===== config.mk =====
export PLATFORM = sky130hd
export DESIGN_NAME = slc_ctrl
export DESIGN_NICKNAME = d
export VERILOG_FILES = /design/src/rtl/core/slc_pkg.sv /design/src/rtl/core/slc_ctrl.sv
export SDC_FILE = /design/constraint.sdc
export NUM_CORES = 1
export LEC_CHECK = 0
export BUFFER_PORTS_ARGS = -buffer_cell sky130_fd_sc_hd__buf_2
export CAP_MARGIN = 5
export CORE_AREA = 2 2 39 41
export CTS_CLUSTER_SIZE = 24
export DETAILED_ROUTE_END_ITERATION = 6
export DIE_AREA = 0 0 41 43
export GPL_ROUTABILITY_DRIVEN = 0
export PLACE_DENSITY = 0.41
export SYNTH_ARGS = -nofsm -noshare
export SYNTH_HDL_FRONTEND = slang
export SYNTH_SLANG_ARGS = --single-unit

===== constraint.sdc =====
create_clock -name clk -period 1.8 [get_ports clk]
set_clock_uncertainty 0.05 [all_clocks]
set_input_delay 0.18 -clock clk [delete_from_list [all_inputs] [get_ports clk]]
set_output_delay 0.18 -clock clk [all_outputs]
set_load 0.005 [all_outputs]

===== src/rtl/core/slc_pkg.sv =====
// Shared types, codes and defaults for the set-associative LRU cache model.
`timescale 1ns / 1ps

package slc_pkg;

	localparam int unsigned DEF_MAX_SET_BITS = 6;
	localparam int unsigned DEF_MAX_WAYS     = 8;
	localparam int unsigned DEF_ADDR_WIDTH   = 64;

	localparam int unsigned STAMP_W = 64;
	localparam int unsigned AGE_W   = 32;
	localparam int unsigned CNT_W   = 32;

	localparam logic [1:0] ACT_LOAD   = 2'd0;
	localparam logic [1:0] ACT_STORE  = 2'd1;
	localparam logic [1:0] ACT_MODIFY = 2'd2;
	localparam logic [1:0] ACT_OTHER  = 2'd3;

	localparam logic [1:0] OUT_NONE  = 2'd0;
	localparam logic [1:0] OUT_HIT   = 2'd1;
	localparam logic [1:0] OUT_MISS  = 2'd2;
	localparam logic [1:0] OUT_EVICT = 2'd3;

	localparam logic [1:0] REG_SET_BITS   = 2'd0;
	localparam logic [1:0] REG_WAYS       = 2'd1;
	localparam logic [1:0] REG_BLOCK_BITS = 2'd2;

	localparam logic [2:0] RST_SET_BITS   = 3'd4;
	localparam logic [3:0] RST_WAYS       = 4'd1;
	localparam logic [5:0] RST_BLOCK_BITS = 6'd4;

	typedef struct packed {
		logic [2:0] set_bits;
		logic [3:0] ways;
		logic [5:0] block_bits;
	} slc_cfg_t;

	typedef enum logic [1:0] {
		ST_CLEAR,
		ST_IDLE,
		ST_LOOKUP,
		ST_COMMIT
	} slc_state_t;

	typedef struct packed {
		logic clr_wr;
		logic take;
		logic look;
		logic commit;
	} slc_cmd_t;

	typedef struct packed {
		logic clr_last;
		logic out_busy;
	} slc_stat_t;

endpackage


===== src/rtl/core/slc_ctrl.sv =====
// Sequencing state machine: clearing pass, accept, lookup and commit.
`timescale 1ns / 1ps

module slc_ctrl
	import slc_pkg::*;
(
	input  logic      clk,
	input  logic      arst_n,
	input  logic      in_valid,
	output logic      in_ready,
	input  slc_stat_t stat,
	output slc_cmd_t  cmd
);

	slc_state_t state_q;
	slc_state_t state_d;

	always_ff @(posedge clk or negedge arst_n) begin
		if (!arst_n) begin
			state_q <= ST_CLEAR;
		end else begin
			state_q <= state_d;
		end
	end

	always_comb begin
		state_d = state_q;
		unique case (state_q)
			ST_CLEAR: begin
				if (stat.clr_last) begin
					state_d = ST_IDLE;
				end
			end
			ST_IDLE: begin
				if (in_valid) begin
					state_d = ST_LOOKUP;
				end
			end
			ST_LOOKUP: begin
				state_d = ST_COMMIT;
			end
			ST_COMMIT: begin
				if (!stat.out_busy) begin
					state_d = ST_IDLE;
				end
			end
			default: begin
				state_d = ST_CLEAR;
			end
		endcase
	end

	always_comb begin
		in_ready   = 1'b0;
		cmd        = '0;
		unique case (state_q)
			ST_CLEAR: begin
				cmd.clr_wr = 1'b1;
			end
			ST_IDLE: begin
				in_ready = 1'b1;
				cmd.take = in_valid;
			end
			ST_LOOKUP: begin
				cmd.look = 1'b1;
			end
			ST_COMMIT: begin
				cmd.commit = !stat.out_busy;
			end
			default: begin
				cmd = '0;
			end
		endcase
	end

endmodule


==> impl_metrics.sql <==
INSERT INTO impl_metrics (metric_group, metric, value, unit) VALUES
('placed_design', 'buffer_ports.inserted', '9', ''),
('setup_path', 'arrival', '1.54', 'ns'),
('power_and_ir_drop', 'internal-power', '277', 'uW'),
('timing', 'whs', '0.221', 'ns'),
('hold_path', 'hold_path_class', 'in -> async', ''),
('yosys', 'yosysWarnings', '0', ''),
('placed_design', 'placed_area', '250', 'um2'),
('power_and_ir_drop', 'total_leakage_power', '0.160', 'nW'),
('route', 'drc', '0', ''),
('global_routing', 'grt_first_pass_wirelength', '655', 'um'),
('timing', 'final_setup_viols', '0', ''),
('yosys', 'register_area_share_after_synthesis', '27.0', '%'),
('timing', 'min_period_over_period', '82.5', '%'),
('die', 'die-height', '43', 'um'),
('setup_path', 'endpoint', 'state_q[1]$_DFFE_PN0P_', ''),
('timing', 'relSlewSlack', '83.6', '%'),
('outcome', 'status', 'finished, final reports clean', ''),
('final_layout', 'flow.area_growth_from_synthesis', '52.7', '%'),
('yosys', 'yosys.cell_types.count', '9', ''),
('power_and_ir_drop', 'comb_power_share', '56.1', '%'),
('route', 'finalWirelength', '387', 'um'),
('die', 'std_cell_rows', '14', ''),
('yosys', 'synth_fp_nets', '27', ''),
('power_and_ir_drop', 'power.ir.vdd_worst', '0.601', 'mV'),
('setup_path', 'worst-endpoint-required', '1.85', 'ns'),
('final_layout', 'post-route-cell-area', '283', 'um2'),
('setup_path', 'crit-reg2reg-launch', 'state_q[1]$_DFFE_PN0P_', ''),
('timing', 'final_hold_viol_count', '0', ''),
('clocking', 'htreeDepth', '1', ''),
('setup_path', 'timing.critical_path.from', 'state_q[1]$_DFFE_PN0P_', ''),
('setup_path', 'cp-start-kind', 'register', ''),
('power_and_ir_drop', 'power_switching', '161', 'uW'),
('global_routing', 'first_global_vias', '161', ''),
('clocking', 'tritoncts_clock_tree', 'built', ''),
('setup_path', 'r2r_end', 'state_q[1]$_DFFE_PN0P_', ''),
('global_routing', 'initial_antenna_violation_count', '0', ''),
('yosys', 'postSynth.asyncResetShare', '100', '%'),
('final_layout', 'post_layout_nets', '42', ''),
('yosys', 'postSynthRegisterBits', '2', ''),
('timing', 'period_minus_slack', '1.48', 'ns'),
('route', 'vias', '154', ''),
('yosys', 'synth_top_area_cell', 'sky130_fd_sc_hd__ha_1', ''),
('timing', 'max_freq', '0.674', 'GHz'),
('route', 'avgViaCountPerCell', '3.35', ''),
('power_and_ir_drop', 'switching_share', '36.7', '%'),
('yosys', 'postSynthCellCount', '17', ''),
('yosys', 'synth.most_common_cell', 'sky130_fd_sc_hd__ha_1', ''),
('timing', 'rsz0062_at_grt', 'no', ''),
('power_and_ir_drop', 'seq_power_share', '21.6', '%'),
('route', 'first_pass_iters', '1', ''),
('yosys', 'post_synth.cell_area_avg', '10.9', 'um2'),
('clocking', 'numCtsBuffers', '3', ''),
('placed_design', 'post-dp-hpwl', '318', 'um'),
('global_routing', 'grt_overflow_total', '0', ''),
('setup_path', 'reg2reg_depth', '5', ''),
('final_layout', 'post-route-util', '20.4', '%'),
('global_routing', 'pin_count_of_the_biggest_net_entering_global_routing', '5', ''),
('power_and_ir_drop', 'powerDensity', '1550', 'nW/um2'),
('clocking', 'clock_sinks', '2', ''),
('yosys', 'edff_count_synth', '0', ''),
('clocking', 'cts_root_buf', 'sky130_fd_sc_hd__clkbuf_4', ''),
('clocking', 'cts_buffer_depth', '2', ''),
('final_layout', 'drive_above_1_share', '50.0', '%'),
('final_layout', 'largest_registers', 'state_q x2', ''),
('placed_design', 'preCtsSetupSlack', '0.303', 'ns'),
('timing', 'tightestPinTransition', '0.247', 'ns'),
('die', 'floorplan.initialDensity', '13.4', '%'),
('route', 'wl_per_cell', '8.41', 'um'),
('die', 'io-pin-count', '10', ''),
('route', 'ant_nets', '0', ''),
('job', 'drv_cap', '0', '');
## power groups by stage
stage / Combinational [mW] / Sequential, mW / Clock [mW]
floorplan: 0.177 / 0.0891 / 0
global placement: 0.244 / 0.0916 / 0
detailed placement: 0.250 / 0.0958 / 0
CTS: 0.255 / 0.0954 / 0.104
global route: 0.297 / 0.0993 / 0.108
finish: 0.246 / 0.0946 / 0.0976
## cell type report
type | count | area, um2
Fill cell | 155 | 1100
Multi-Input combinational cell | 11 | 120
Timing Repair Buffer | 10 | 55.1
Sequential cell | 2 | 50.0
Clock buffer | 3 | 22.5
Tap cell | 16 | 20.0
Inverter | 4 | 15.0
## cells in the final DEF (no fill, tap or decap), drive strengths merged
cell type,count
mux2i,1
ha,5
dlygate4sd3,1
buf,9
o221ai,1
mux2,1
clkbuf,3
dfrtp,2
and2,1
nor2b,1
nand2,1
inv,4
## logic make-up after synthesis
logic type	after synthesis	synth area share, %
compound gates	1	8.11
fa+ha+maj	5	33.8
buf+inv	4	8.11
flops	2	27.0
mux	2	13.5
simple gates	3	9.46
## critical path, stage by stage, from the launching register on
cell                       delay [ns]
sky130_fd_sc_hd__dfrtp_1         0.40
sky130_fd_sc_hd__inv_1           0.12
sky130_fd_sc_hd__ha_1            0.19
sky130_fd_sc_hd__inv_1           0.06
sky130_fd_sc_hd__o221ai_2        0.22
sky130_fd_sc_hd__mux2_4          0.32
## per-stage QoR
step / cells / total power, mW
after floorplan: 17 / 0.266
after global placement: 42 / 0.336
after detailed placement: 42 / 0.346
after CTS: 46 / 0.455
after global routing: 46 / 0.505
final: 46 / 0.438
## metal layers
| metal | vias to the layer above | GRT usage, % | wire length (um) |
|---|---|---|---|
| met5 | - | 0 | 0 |
| met4 | 0 | 6.00 | 0 |
| met3 | 0 | 4.71 | 46 |
| met2 | 10 | 7.81 | 159 |
| met1 | 65 | 6.77 | 181 |
| li1 | 79 | - | - |
## how the worst min path moves through the flow
stage	startpoint	end	cells past startpoint
6_report	arst_n	state_q[1]$_DFFE_PN0P_	2
5_1_grt	arst_n	state_q[1]$_DFFE_PN0P_	2
4_1_cts	arst_n	state_q[1]$_DFFE_PN0P_	2
3_5_place_dp	arst_n	state_q[0]$_DFFE_PN0P_	1
3_3_place_gp	arst_n	state_q[0]$_DFFE_PN0P_	1
2_1_floorplan	arst_n	state_q[0]$_DFFE_PN0P_	0
## timing repair
| item | in CTS | in global routing |
|---|---|---|
| buffers inserted | 0 | 0 |
| setup endpoints to repair | 0 | 0 |
| hold buffers | 1 | 0 |
| endpoints found under the hold margin | 2 | 0 |
No activity file was read; power rests on OpenSTA's default activity.
